### src/wrmt_pkg.sv
// ----------------------------------------------------------------------------
// Watchpoint range match table package
// Shared widths, operation codes and structures of the watchpoint table.
// ----------------------------------------------------------------------------
package wrmt_pkg;

   localparam int ADDR_W  = 32;
   localparam int SPAN_W  = 31;
   localparam int CLASS_W = 2;

   localparam logic [1:0] KIND_CHECK  = 2'd0;
   localparam logic [1:0] KIND_ADD    = 2'd1;
   localparam logic [1:0] KIND_REMOVE = 2'd2;

   typedef struct packed {
      logic [ADDR_W-1:0]  start;
      logic [SPAN_W-1:0]  span;
      logic [CLASS_W-1:0] cls;
   } entry_type;

   typedef struct packed {
      logic class_eq;
      logic start_eq;
      logic overlap;
   } cmp_result_type;

endpackage

### src/wrmt_entry_store.sv
// ----------------------------------------------------------------------------
// Watchpoint entry store
// Holds start, span and class of each table entry, one write and one
// registered read per cycle.
// ----------------------------------------------------------------------------
module wrmt_entry_store #(
   parameter int ENTRIES = 16,
   parameter int IDX_W   = 4
) (
   input  logic                clock,
   input  logic                wr_en,
   input  logic [IDX_W-1:0]    wr_idx,
   input  wrmt_pkg::entry_type wr_data,
   input  logic [IDX_W-1:0]    rd_idx,
   output wrmt_pkg::entry_type rd_data
);
   import wrmt_pkg::*;

   entry_type mem [ENTRIES];
   entry_type rd_data_ff;

   always_ff @(posedge clock) begin
      if (wr_en) begin
         mem[wr_idx] <= wr_data;
      end
   end

   always_ff @(posedge clock) begin
      rd_data_ff <= mem[rd_idx];
   end

   assign rd_data = rd_data_ff;

endmodule

### src/wrmt_overlap_cmp.sv
// ----------------------------------------------------------------------------
// Watchpoint overlap comparator
// Compares one stored entry against the current transaction: class,
// start address and range overlap with wrapped ends.
// ----------------------------------------------------------------------------
module wrmt_overlap_cmp (
   input  wrmt_pkg::entry_type              entry,
   input  logic [wrmt_pkg::ADDR_W-1:0]      op_addr,
   input  logic [wrmt_pkg::ADDR_W-1:0]      op_end,
   input  logic [wrmt_pkg::CLASS_W-1:0]     op_cls,
   output wrmt_pkg::cmp_result_type         result
);
   import wrmt_pkg::*;

   logic [ADDR_W-1:0] entry_end;

   assign entry_end = entry.start + {1'b0, entry.span} - ADDR_W'(1);

   always_comb begin
      result.class_eq = (entry.cls == op_cls);
      result.start_eq = (entry.start == op_addr);
      result.overlap  = (op_addr <= entry_end) && (op_end >= entry.start);
   end

endmodule

### src/watchpoint_range_match_table_unit.sv
// ----------------------------------------------------------------------------
// Watchpoint range match table
// Table of watch ranges with add, remove by start, and overlap check.
// ----------------------------------------------------------------------------
// A request transaction carries kind, access class, address and span. Check
// reports a hit when the access overlaps a valid entry of the same class,
// add stores the range in the lowest free slot or reports table_full, and
// remove clears every valid entry of that class with a matching start.
// Every request produces exactly one response transaction.
// One comparator walks the entry store one entry per cycle, fed by the
// store's registered read port: each entry is read, then compared, and
// after the last compare the response register is loaded.
// The request side stalls for the whole walk; the next request is taken in
// the cycle after the response is loaded, even while that response waits,
// so no new request is accepted while a walk is in progress.
// If the receiver stalls, the finished result holds in the walk's final
// state until the response register is free.
// Reset clears all valid bits at once and empties the response register;
// stored ranges are only read behind a valid bit.
// ----------------------------------------------------------------------------
module watchpoint_range_match_table_unit #(
   parameter int TABLE_ENTRIES = 16
) (
   input  logic                          clock,
   input  logic                          reset,
   input  logic                          req_valid,
   output logic                          req_stall,
   input  logic [1:0]                    req_kind,
   input  logic                          req_is_write,
   input  logic                          req_is_virtual,
   input  logic [wrmt_pkg::ADDR_W-1:0]   req_address,
   input  logic [wrmt_pkg::SPAN_W-1:0]   req_span_length,
   output logic                          rsp_valid,
   input  logic                          rsp_stall,
   output logic                          rsp_hit,
   output logic                          rsp_table_full
);
   import wrmt_pkg::*;

   localparam int IDX_W = (TABLE_ENTRIES > 1) ? $clog2(TABLE_ENTRIES) : 1;
   localparam int CNT_W = $clog2(TABLE_ENTRIES + 1);
   localparam logic [CNT_W-1:0] LAST_IDX = CNT_W'(TABLE_ENTRIES - 1);

   localparam logic [1:0] ST_IDLE  = 2'd0;
   localparam logic [1:0] ST_SCAN  = 2'd1;
   localparam logic [1:0] ST_DRAIN = 2'd2;
   localparam logic [1:0] ST_DONE  = 2'd3;

   logic [1:0]               state_ff, state_in;
   logic [CNT_W-1:0]         scan_idx_ff, scan_idx_in;
   logic                     rd_pend_ff, rd_pend_in;
   logic [IDX_W-1:0]         rd_idx_ff, rd_idx_in;
   logic [TABLE_ENTRIES-1:0] valid_ff, valid_in;
   logic                     hit_ff, hit_in;
   logic                     found_ff, found_in;
   logic [1:0]               op_kind_ff;
   logic [CLASS_W-1:0]       op_cls_ff;
   logic [ADDR_W-1:0]        op_addr_ff;
   logic [ADDR_W-1:0]        op_end_ff;
   logic [SPAN_W-1:0]        op_span_ff;
   logic                     rsp_valid_ff, rsp_valid_in;
   logic                     rsp_hit_ff, rsp_hit_in;
   logic                     rsp_full_ff, rsp_full_in;

   logic           req_accept;
   logic           rsp_taken;
   logic           rsp_load;
   logic           wr_en;
   entry_type      wr_data;
   entry_type      rd_data;
   cmp_result_type cmp;
   logic           cur_valid;

   assign req_stall  = reset || (state_ff != ST_IDLE);
   assign req_accept = req_valid && !req_stall;
   assign rsp_taken  = rsp_valid_ff && !rsp_stall;
   assign rsp_load   = (state_ff == ST_DONE) && (!rsp_valid_ff || !rsp_stall);
   assign cur_valid  = valid_ff[rd_idx_ff];

   assign wr_data.start = op_addr_ff;
   assign wr_data.span  = op_span_ff;
   assign wr_data.cls   = op_cls_ff;

   wrmt_entry_store #(
      .ENTRIES (TABLE_ENTRIES),
      .IDX_W   (IDX_W)
   ) u_store (
      .clock   (clock),
      .wr_en   (wr_en),
      .wr_idx  (rd_idx_ff),
      .wr_data (wr_data),
      .rd_idx  (scan_idx_ff[IDX_W-1:0]),
      .rd_data (rd_data)
   );

   wrmt_overlap_cmp u_cmp (
      .entry   (rd_data),
      .op_addr (op_addr_ff),
      .op_end  (op_end_ff),
      .op_cls  (op_cls_ff),
      .result  (cmp)
   );

   always_comb begin
      state_in    = state_ff;
      scan_idx_in = scan_idx_ff;
      rd_pend_in  = 1'b0;
      rd_idx_in   = rd_idx_ff;
      unique case (state_ff)
         ST_IDLE: begin
            if (req_accept) begin
               state_in    = ST_SCAN;
               scan_idx_in = '0;
            end
         end
         ST_SCAN: begin
            rd_pend_in  = 1'b1;
            rd_idx_in   = scan_idx_ff[IDX_W-1:0];
            scan_idx_in = scan_idx_ff + CNT_W'(1);
            if (scan_idx_ff == LAST_IDX) begin
               state_in = ST_DRAIN;
            end
         end
         ST_DRAIN: begin
            state_in = ST_DONE;
         end
         ST_DONE: begin
            if (rsp_load) begin
               state_in = ST_IDLE;
            end
         end
         default: begin
            state_in = ST_IDLE;
         end
      endcase
   end

   always_comb begin
      valid_in = valid_ff;
      hit_in   = hit_ff;
      found_in = found_ff;
      wr_en    = 1'b0;
      if (req_accept) begin
         hit_in   = 1'b0;
         found_in = 1'b0;
      end else if (rd_pend_ff) begin
         unique case (op_kind_ff)
            KIND_CHECK: begin
               if (cur_valid && cmp.class_eq && cmp.overlap) begin
                  hit_in = 1'b1;
               end
            end
            KIND_ADD: begin
               if (!cur_valid && !found_ff) begin
                  found_in            = 1'b1;
                  wr_en               = 1'b1;
                  valid_in[rd_idx_ff] = 1'b1;
               end
            end
            KIND_REMOVE: begin
               if (cur_valid && cmp.class_eq && cmp.start_eq) begin
                  valid_in[rd_idx_ff] = 1'b0;
               end
            end
            default: begin
               hit_in = 1'b0;
            end
         endcase
      end
   end

   always_comb begin
      rsp_valid_in = rsp_valid_ff;
      rsp_hit_in   = rsp_hit_ff;
      rsp_full_in  = rsp_full_ff;
      if (rsp_taken) begin
         rsp_valid_in = 1'b0;
      end
      if (rsp_load) begin
         rsp_valid_in = 1'b1;
         rsp_hit_in   = hit_ff && (op_kind_ff == KIND_CHECK);
         rsp_full_in  = !found_ff && (op_kind_ff == KIND_ADD);
      end
   end

   always_ff @(posedge clock) begin
      if (reset) begin
         state_ff     <= ST_IDLE;
         scan_idx_ff  <= '0;
         rd_pend_ff   <= 1'b0;
         valid_ff     <= '0;
         rsp_valid_ff <= 1'b0;
      end else begin
         state_ff     <= state_in;
         scan_idx_ff  <= scan_idx_in;
         rd_pend_ff   <= rd_pend_in;
         valid_ff     <= valid_in;
         rsp_valid_ff <= rsp_valid_in;
      end
   end

   always_ff @(posedge clock) begin
      rd_idx_ff   <= rd_idx_in;
      hit_ff      <= hit_in;
      found_ff    <= found_in;
      rsp_hit_ff  <= rsp_hit_in;
      rsp_full_ff <= rsp_full_in;
      if (req_accept) begin
         op_kind_ff <= req_kind;
         op_cls_ff  <= {req_is_write, req_is_virtual};
         op_addr_ff <= req_address;
         op_span_ff <= req_span_length;
         op_end_ff  <= req_address + {1'b0, req_span_length} - ADDR_W'(1);
      end
   end

   assign rsp_valid      = rsp_valid_ff;
   assign rsp_hit        = rsp_hit_ff;
   assign rsp_table_full = rsp_full_ff;

   assert property (@(posedge clock) disable iff (reset)
      req_accept |=> (state_ff == ST_SCAN) && (scan_idx_ff == '0))
      else $error("Accepted transaction did not start a table walk.");

   assert property (@(posedge clock) disable iff (reset)
      rd_pend_ff |-> (state_ff == ST_SCAN) || (state_ff == ST_DRAIN))
      else $error("Compare stage active outside the table walk.");

   assert property (@(posedge clock) disable iff (reset)
      (state_ff == ST_SCAN) |-> (scan_idx_ff <= LAST_IDX))
      else $error("Walk index ran past the last entry.");

   assert property (@(posedge clock) disable iff (reset)
      rsp_valid_ff |-> !(rsp_hit_ff && rsp_full_ff))
      else $error("Response reports both hit and table full.");

   assert property (@(posedge clock) disable iff (reset)
      rsp_load |=> rsp_valid_ff && (state_ff == ST_IDLE))
      else $error("Finished walk did not load the response register.");

endmodule
### config.mk
export PLATFORM = sky130hd
export DESIGN_NAME = watchpoint_range_match_table_unit
export DESIGN_NICKNAME = d
export VERILOG_FILES = /design/src/wrmt_pkg.sv /design/src/wrmt_entry_store.sv /design/src/wrmt_overlap_cmp.sv /design/src/watchpoint_range_match_table_unit.sv
export SDC_FILE = /design/constraint.sdc
export NUM_CORES = 1
export LEC_CHECK = 0
export BUFFER_PORTS_ARGS = -buffer_cell sky130_fd_sc_hd__buf_4
export CORE_MARGIN = 10
export CORE_UTILIZATION = 35
export DETAILED_ROUTE_END_ITERATION = 12
export GPL_ROUTABILITY_DRIVEN = 0
export PLACE_DENSITY_LB_ADDON = 0.3
export SLEW_MARGIN = 40
export SYNTH_ARGS = -nofsm -noshare
export SYNTH_HDL_FRONTEND = slang
export SYNTH_SLANG_ARGS = --single-unit
### constraint.sdc
create_clock -name clock -period 8.31 [get_ports clock]
set_clock_uncertainty 0.1 [all_clocks]
set_input_delay 0.4155 -clock clock [delete_from_list [all_inputs] [get_ports clock]]
set_output_delay 0.4155 -clock clock [all_outputs]
set_load 0.01 [all_outputs]
## Word-level counts from Yosys, hierarchy flattened

Memory sizes are Yosys's and may differ from the RTL's. A register that Yosys moved wholly into a read port is not among the register bits.
Index checks and enable logic that the tools add are counted.

- Add/subtract/negate cells: 5
- Order comparisons: 4
- Eq/ne operators: 14
- Multiplexer cells: 24
- Bitwise logic cells: 5
- Reduce and logical (&&, ||, !) cells: 30

Operators with widths:

| kind | number |
|---|---|
| $add A32 B31 Y32 | 2 |
| $sub A32 B1 Y32 const B | 2 |
| $eq A32 B32 Y1 | 1 |
| $ge A32 B32 Y1 | 1 |
| $le A32 B32 Y1 | 1 |
| $mux W16 | 2 |
| $pmux W16 S2 | 1 |
| $and A16 B16 Y16 | 1 |
| $not A16 Y16 | 1 |
| $or A16 B16 Y16 | 1 |
| $mux W1 | 12 |
| $ne A2 B2 Y1 const B | 6 |
| $logic_and A1 B1 Y1 | 11 |
| $pmux W5 S2 | 1 |
| $reduce_and A3 Y1 | 3 |
| $pmux W2 S4 | 1 |
| $reduce_bool A2 Y1 | 4 |
| $eq A2 B2 Y1 const B | 3 |
| $mux W2 | 3 |
| $add A5 B1 Y5 const B | 1 |
| $eq A5 B4 Y1 const B | 1 |
| $logic_not A1 Y1 | 5 |
| $lt A4 B5 Y1 const B | 1 |
| $mux W5 | 1 |
| 12 further kinds | 16 |

- Flip-flop bits (word level): 132
- Memory bits (writable): 1,040
- Input port bits: 71
- Output and inout bits: 4
- Logic and storage cells: 98
- Memories kept: 1

Memories:

| name | depth | bits a word | rd ports | clocked after Yosys merged registers in | wr ports | line | source |
|---|---|---|---|---|---|---|---|
| u_store.mem | 16 | 65 | 1 | 1 | 1 | wrmt_entry_store.sv:19 | `entry_type mem [ENTRIES];` |

## Longest topological paths before layout

- Depth after elaboration: 10
- Gate-level depth with buffers: 23
- Gate-level depth less buffers: 23

## Cells and area by module

Synthesis repeated with hierarchy kept, for this count alone.

- Cell total of the unflattened synthesis: 2,935
- Area, all modules: 51,727.1 um2

Modules (own cells, without submodules):

| module | times used | cells an instance | area each (um2) | seq. area each (um2) |
|---|---|---|---|---|
| wrmt_entry_store | 1 | 1,673 | 40,243.6 | 32,531.2 |
| watchpoint_range_match_table_unit | 1 | 667 | 7,277.0 | 3,693.5 |
| wrmt_overlap_cmp | 1 | 595 | 4,206.5 | 0.0 |

## Least setup slack after synthesis

No wires, ideal clock.

- Kind: register to register
- From: register rd_idx_ff[0]
- To: memory u_store.mem[0][0] (netlist name), enable pin
- Library setup time: 0.568 ns
- Arrival time: 6.496 ns
- Required time: 7.642 ns
- Path slack: 1.145 ns
- Cell stages (with the launch flop): 7
- Path buffers: 1
- Period minus slack after synthesis: 7.165 ns
- Cells stage by stage: edfxtp_1 -> buf_6 -> mux4_1 -> mux4_2 -> nor3b_1 -> nand2_1 -> nor3_1

- Longest elaborated chain between the ends: 10

Ends and longest elaborated chain:

| element | line | source |
|---|---|---|
| start: declaration | watchpoint_range_match_table_unit.sv:52 | `logic [IDX_W-1:0] rd_idx_ff, rd_idx_in;` |
| start signal: assignment | watchpoint_range_match_table_unit.sv:203 | `rd_idx_ff <= rd_idx_in;` |
| $bmux W1 S4 | watchpoint_range_match_table_unit.sv:78 | `assign cur_valid = valid_ff[rd_idx_ff];` |
| $mux W1 (implied by the code) | watchpoint_range_match_table_unit.sv:78 |  |
| $logic_not A1 Y1 | watchpoint_range_match_table_unit.sv:154 | `if (!cur_valid && !found_ff) begin` |
| $logic_and A1 B1 Y1 | watchpoint_range_match_table_unit.sv:154 |  |
| $mux W1 | watchpoint_range_match_table_unit.sv:154 |  |
| $mux W1 | watchpoint_range_match_table_unit.sv:147 | `unique case (op_kind_ff)` |
| $mux W1 | watchpoint_range_match_table_unit.sv:146 | `end else if (rd_pend_ff) begin` |
| $mux W1 | watchpoint_range_match_table_unit.sv:143 | `if (req_accept) begin` |
| $mux W1 | wrmt_entry_store.sv:23 | `if (wr_en) begin` |
| $mux W1 (implied by the code) | wrmt_entry_store.sv:24 | `mem[wr_idx] <= wr_data;` |
| end: declaration | wrmt_entry_store.sv:19 |  |

Parallel ways exist; a longest one is shown, timed or not. The select of a mux whose other input is x is not followed.

## Final worst setup path

- From: register u_store.rd_data[41] (netlist name)
- To: register hit_ff

- Longest elaborated chain between the ends: 7
- Elaborated cells on any way between the ends: 8
- Classes of those cells: 2 x add/sub; 2 x order compare; 1 x eq/ne; 3 x reduce/logical

Ends and longest elaborated chain:

| element | line | source |
|---|---|---|
| $add A32 B31 Y32 | wrmt_overlap_cmp.sv:17 | `assign entry_end = entry.start + {1'b0, entry.span} - ADDR_W'(1);` |
| $sub A32 B1 Y32 | wrmt_overlap_cmp.sv:17 |  |
| $le A32 B32 Y1 | wrmt_overlap_cmp.sv:22 | `result.overlap = (op_addr <= entry_end) && (op_end >= entry.start);` |
| $logic_and A1 B1 Y1 (*) | wrmt_overlap_cmp.sv:22 |  |
| $logic_and A1 B1 Y1 (*) | watchpoint_range_match_table_unit.sv:149 | `if (cur_valid && cmp.class_eq && cmp.overlap) begin` |
| $ne A2 B2 Y1 (no source line) (*) | n/a |  |
| $reduce_and A3 Y1 (no source line) (*) | n/a |  |
| end signal: assignment | watchpoint_range_match_table_unit.sv:204 | `hit_ff <= hit_in;` |
| end: declaration | watchpoint_range_match_table_unit.sv:54 | `logic hit_ff, hit_in;` |

Mark *: on every way between the ends. The rest lies on a longest branch, timed or not.
A chain may end at the register's enable or synchronous reset.

==> results by stage <==
Timing:
- Setup repair after global routing left no endpoint under its margin.
- Of the available clock period, the critical path in the final layout requires 61.1%.
- Derived from the worst setup path, the maximum achievable clock frequency is between 0.15 and 0.2 GHz.
- At the pin with the least slew margin, the transition time is around 860 ps.
- Setup total negative slack on the finished layout was measured at 0 ps.
- The final number of max-transition violations is 0.
- The number of hold violations in the final report is 0.
- Counting I/O delays and the setup requirement, the final critical path takes between 5000 and 6000 ps.
- The final number of setup-violating endpoints is 0.
- In this run the tightest slew margin relative to its limit is 42.5%.

Power and ir drop:
- The highest ir drop seen on vdd is 0.250 mV.
- The ratio of total power to cell area is 265 nW/um^2.
- The leakage power total is 0.0202 uW.

Hold path:
- In this run the worst hold path is classified as in -> reg.

Logic synthesis:
- The average cell area after synthesis is between 15 and 20 sq um.
- Summed over all instances, the cell type with the most area after synthesis is sky130_fd_sc_hd__edfxtp_1.
- The number of instances in the synthesized netlist is roughly 2.7k.
- sky130_fd_sc_hd__edfxtp_1 is the most common cell in the netlist.
- The share of flip-flops with an asynchronous set or reset is 0%.
- Of the post-synthesis cell area, the dominant cell type holds 67.0%.
- The number of enable-type register cells in the synthesized netlist is 1145.
- The synthesized netlist occupies a cell area of 51300 sq um.
- Yosys printed 0 warnings.
- The distinct cell type count after synthesis is 73.
- The flop and latch count out of synthesis is 1237.
- Yosys attributes the largest share of cell area to sky130_fd_sc_hd__edfxtp_1 67%, sky130_fd_sc_hd__mux4_2 14%, sky130_fd_sc_hd__ha_1 4.8%, sky130_fd_sc_hd__dfxtp_1 3.6%, sky130_fd_sc_hd__inv_1 2.1%.
- The leading register cell type out of synthesis is sky130_fd_sc_hd__edfxtp_1.
- The synthesized net count is 2981.
- Counting instances in the post-synthesis netlist gives the leading cell types as 1145 x sky130_fd_sc_hd__edfxtp_1, 326 x sky130_fd_sc_hd__mux4_2, 281 x sky130_fd_sc_hd__inv_1, 196 x sky130_fd_sc_hd__ha_1, 92 x sky130_fd_sc_hd__dfxtp_1.
- Of the synthesized area, sequential elements account for 70.5%.

Placed design:
- The area of placed instances is 54700 sq um.
- The number of buffer cells added on primary ports is 74.
- After legalization and detailed placement, the total HPWL measured 72200 um.

GRT:
- The via count of the first global-routing pass was roughly 26k.
- After global routing the overflow that remains totals 0.
- The initial antenna violation count came to 3.
- Global routing used approximately 15% of the available tracks.
- The first global-routing pass estimated 183000 um of wire.
- Entering global routing, the biggest net connects between 90 and 100 pins.

Die:
- The count of boundary I/O pins is 75.
- The die outline width is slightly above 400 um.
- The die covers between 150000 and 200000 sq um.
- For this configuration, the core starts out at a cell density of a little over a third.
- The total area inside the core boundary comes to between 100000 and 150000 sq um.
- The total number of placement rows is 140.
- The die span in y is 403 um.

Cells and area:
- The number of diodes added for antenna fixing is 0.
- With fillers left out, the area of the finished cells amounts to 59900 sq um.
- The number of nets at the end of the flow is roughly 3.2k.
- Relative to the synthesized area, the layout overhead comes to 16.6%.
- In the final layout, the share of cells above drive strength 1 is 22.5%.

Worst setup path:
- The type of element capturing the critical path is a register.
- The signal on the critical path passes through inv_1 > ha_1 > inv_1 > ha_1 > and4_1 > or3b_1 > a31oi_1 > o41ai_2 > o21ai_1 > a311oi_1 > nor3_1 > xnor2_1 > ha_1 > nand2_1 > nor4_1 > a2111oi_0 > o21ai_0 > a21oi_1 > nor2_1 > o31a_1 > o31ai_1.
- The startpoint kind of the worst setup timing path is a register.
- Along the worst path, the maximum fanout reaches 7.
- The cell that appears most often on the critical path is sky130_fd_sc_hd__ha_1.
- At the worst endpoint, the required time is 8900 ps.
- The delay contributed by the slowest stage of the critical path is about 420 ps.
- The critical path data arrival time is 5670 ps.
- The worst setup path is of the reg -> reg kind.
- The slowest stage of the critical path is the sky130_fd_sc_hd__o21ai_1 cell.

Clock network:
- The number of buffers on the longest clock path is 3.
- For this design, the sink count on the clock tree is about 1.2k.
- The number of CTS-inserted buffers is 134.
- The H-tree was split into 4 levels.
- Post-CTS timing repair inserted 0 buffers for setup.
- Clock latency on the worst-skew pair, taken at its later pin, is 770 ps.
- The cell sitting at the root of the clock tree is a sky130_fd_sc_hd__clkbuf_16.
- TritonCTS built the clock tree.
- The post-cts gate resize count is 0.
- The clock transition time at the flip-flop clock pins of the worst setup and hold paths is around 60 ps.

Drt:
- Dividing the detail-routed via count by the number of cells gives 5.18.
- After the first detailed-routing iteration, the DRC count stood at 2543.
- In the routed design, unresolved DRC markers number 0.
- In this run the remaining antenna-violating nets after routing total 0.
- Dividing the detail-routed wire length by the instance count gives 25.1 um.
- The first-pass detailed-route iteration total is 5.
- Summed over all layers, the routed wires come to between 100000 and 150000 um.
- The routed layout has 25.8k vias.

Status:
- The run finished with clean final reports.

Run:
- Max-cap violations in this run came to 0.
==> worst max-delay path, delay by kind of cell (launching register included) <==
family / cells / cell delay (ps)
adders and majority gates: 3 / 890
xor gates and xnor gates: 1 / 160
and+or+nand+nor: 6 / 1140
AOI/OAI and AO/OA: 9 / 2270
DFF: 1 / 340
buffers and inverters: 2 / 100
==> sequential cells by signal, summed over array words and instances (netlist names), named ones only <==
name and count:
u_store.mem 1040, u_store.rd_data 65, op_addr_ff 32, op_end_ff 32, op_span_ff 31, scan_idx_ff 5, rd_idx_ff 4, op_cls_ff 2
op_kind_ff 2, state_ff 2, found_ff 1, hit_ff 1, rd_pend_ff 1, rsp_hit 1, rsp_table_full 1, rsp_valid 1
==> kinds of logic (layout without fill, tap and decap cells) <==
logic type               Yosys count  in the layout  synth area share (%)
flip-flops                      1237           1237                  70.5
buffers and inverters            372            725                  2.86
multiplexers                     333            333                  14.6
AO/OA/AOI/OAI                    266            266                  3.47
AND/OR/NAND/NOR                  224            224                  2.31
adder cells (fa/ha/maj)          198            198                  4.85
XOR/XNOR                          82             82                  1.40
==> routing by layer <==
metal	global-route usage (%)	up-vias	wire length [um]
met5	0	-	0
met4	4.78	0	3170
met3	2.70	179	6250
met2	25.1	729	60600
met1	20.8	13548	55300
li1	-	11327	-
==> cell usage in the layout, fill, tap and decap left out, types with 11 or more instances in the layout <==
cell and instances:
sky130_fd_sc_hd__edfxtp_1 1145, sky130_fd_sc_hd__mux4_2 326, sky130_fd_sc_hd__inv_1 280, sky130_fd_sc_hd__ha_1 196, sky130_fd_sc_hd__clkbuf_16 136, sky130_fd_sc_hd__buf_4 94, sky130_fd_sc_hd__dfxtp_1 89, sky130_fd_sc_hd__a21oi_1 74
sky130_fd_sc_hd__dlygate4sd3_1 70, sky130_fd_sc_hd__nor2_1 55, sky130_fd_sc_hd__xor2_1 49, sky130_fd_sc_hd__a21o_1 42, sky130_fd_sc_hd__o21ai_0 40, sky130_fd_sc_hd__nand2_1 38, sky130_fd_sc_hd__xnor2_1 33, sky130_fd_sc_hd__clkinv_1 27
sky130_fd_sc_hd__clkbuf_1 22, sky130_fd_sc_hd__nand4_1 20, sky130_fd_sc_hd__a311oi_1 18, sky130_fd_sc_hd__nand3_1 16, sky130_fd_sc_hd__a211oi_1 15, sky130_fd_sc_hd__nor4_1 15, sky130_fd_sc_hd__clkinv_2 14, sky130_fd_sc_hd__nor3_1 13
sky130_fd_sc_hd__nor2_4 12, sky130_fd_sc_hd__buf_12 12, sky130_fd_sc_hd__inv_6 11
==> timing repair <==
item | in CTS | in global routing
endpoints found under the setup margin | 0 | 0
hold endpoints to repair | 94 | 0
hold buffers | 70 | 0
==> per-stage QoR <==
stage	hold slack (ps)	instances	power (uW)	util [%]	setup WS, ps
3_3_place_gp	369	4652	10100	37.4	3370
4_1_cts	25.2	4979	16000	41.0	3240
2_1_floorplan	306	2712	9330	-	1150
3_5_place_dp	384	4663	10100	37.5	3290
5_1_grt	89.0	4982	16600	41.1	2700
6_report	83.7	4982	15900	41.1	3230
==> worst paths after layout <==
check / start / to / slack [ps] / depth (start not counted)
hold / removal: req_valid / scan_idx_ff[1] / 80 / 4
hold reg to reg: scan_idx_ff[4] / scan_idx_ff[4] / 390 / 2
setup reg to reg: u_store.rd_data[41] / hit_ff / 3230 / 21
setup / recovery: u_store.rd_data[41] / hit_ff / 3230 / 21
==> report_power, final <==
group          internal (uW)  total, uW  switching [uW]  leakage [uW]
registers               7090       7340             247        0.0111
logic                   1230       2630            1400       0.00695
clock network           3410       5900            2490       0.00213
total                  11700      15900            4140        0.0202
==> final cells by class <==
class                      instances  area [sq um]
clock inverter                    78           772
fill                           12910         85900
timing repair buffer             197          1990
multi-input combinational       1103         13800
tap                             1917          2400
sequential                      1237         36200
inverter                         282          1070
clock buffer                     168          3620
(Power assumes the default switching activity.)
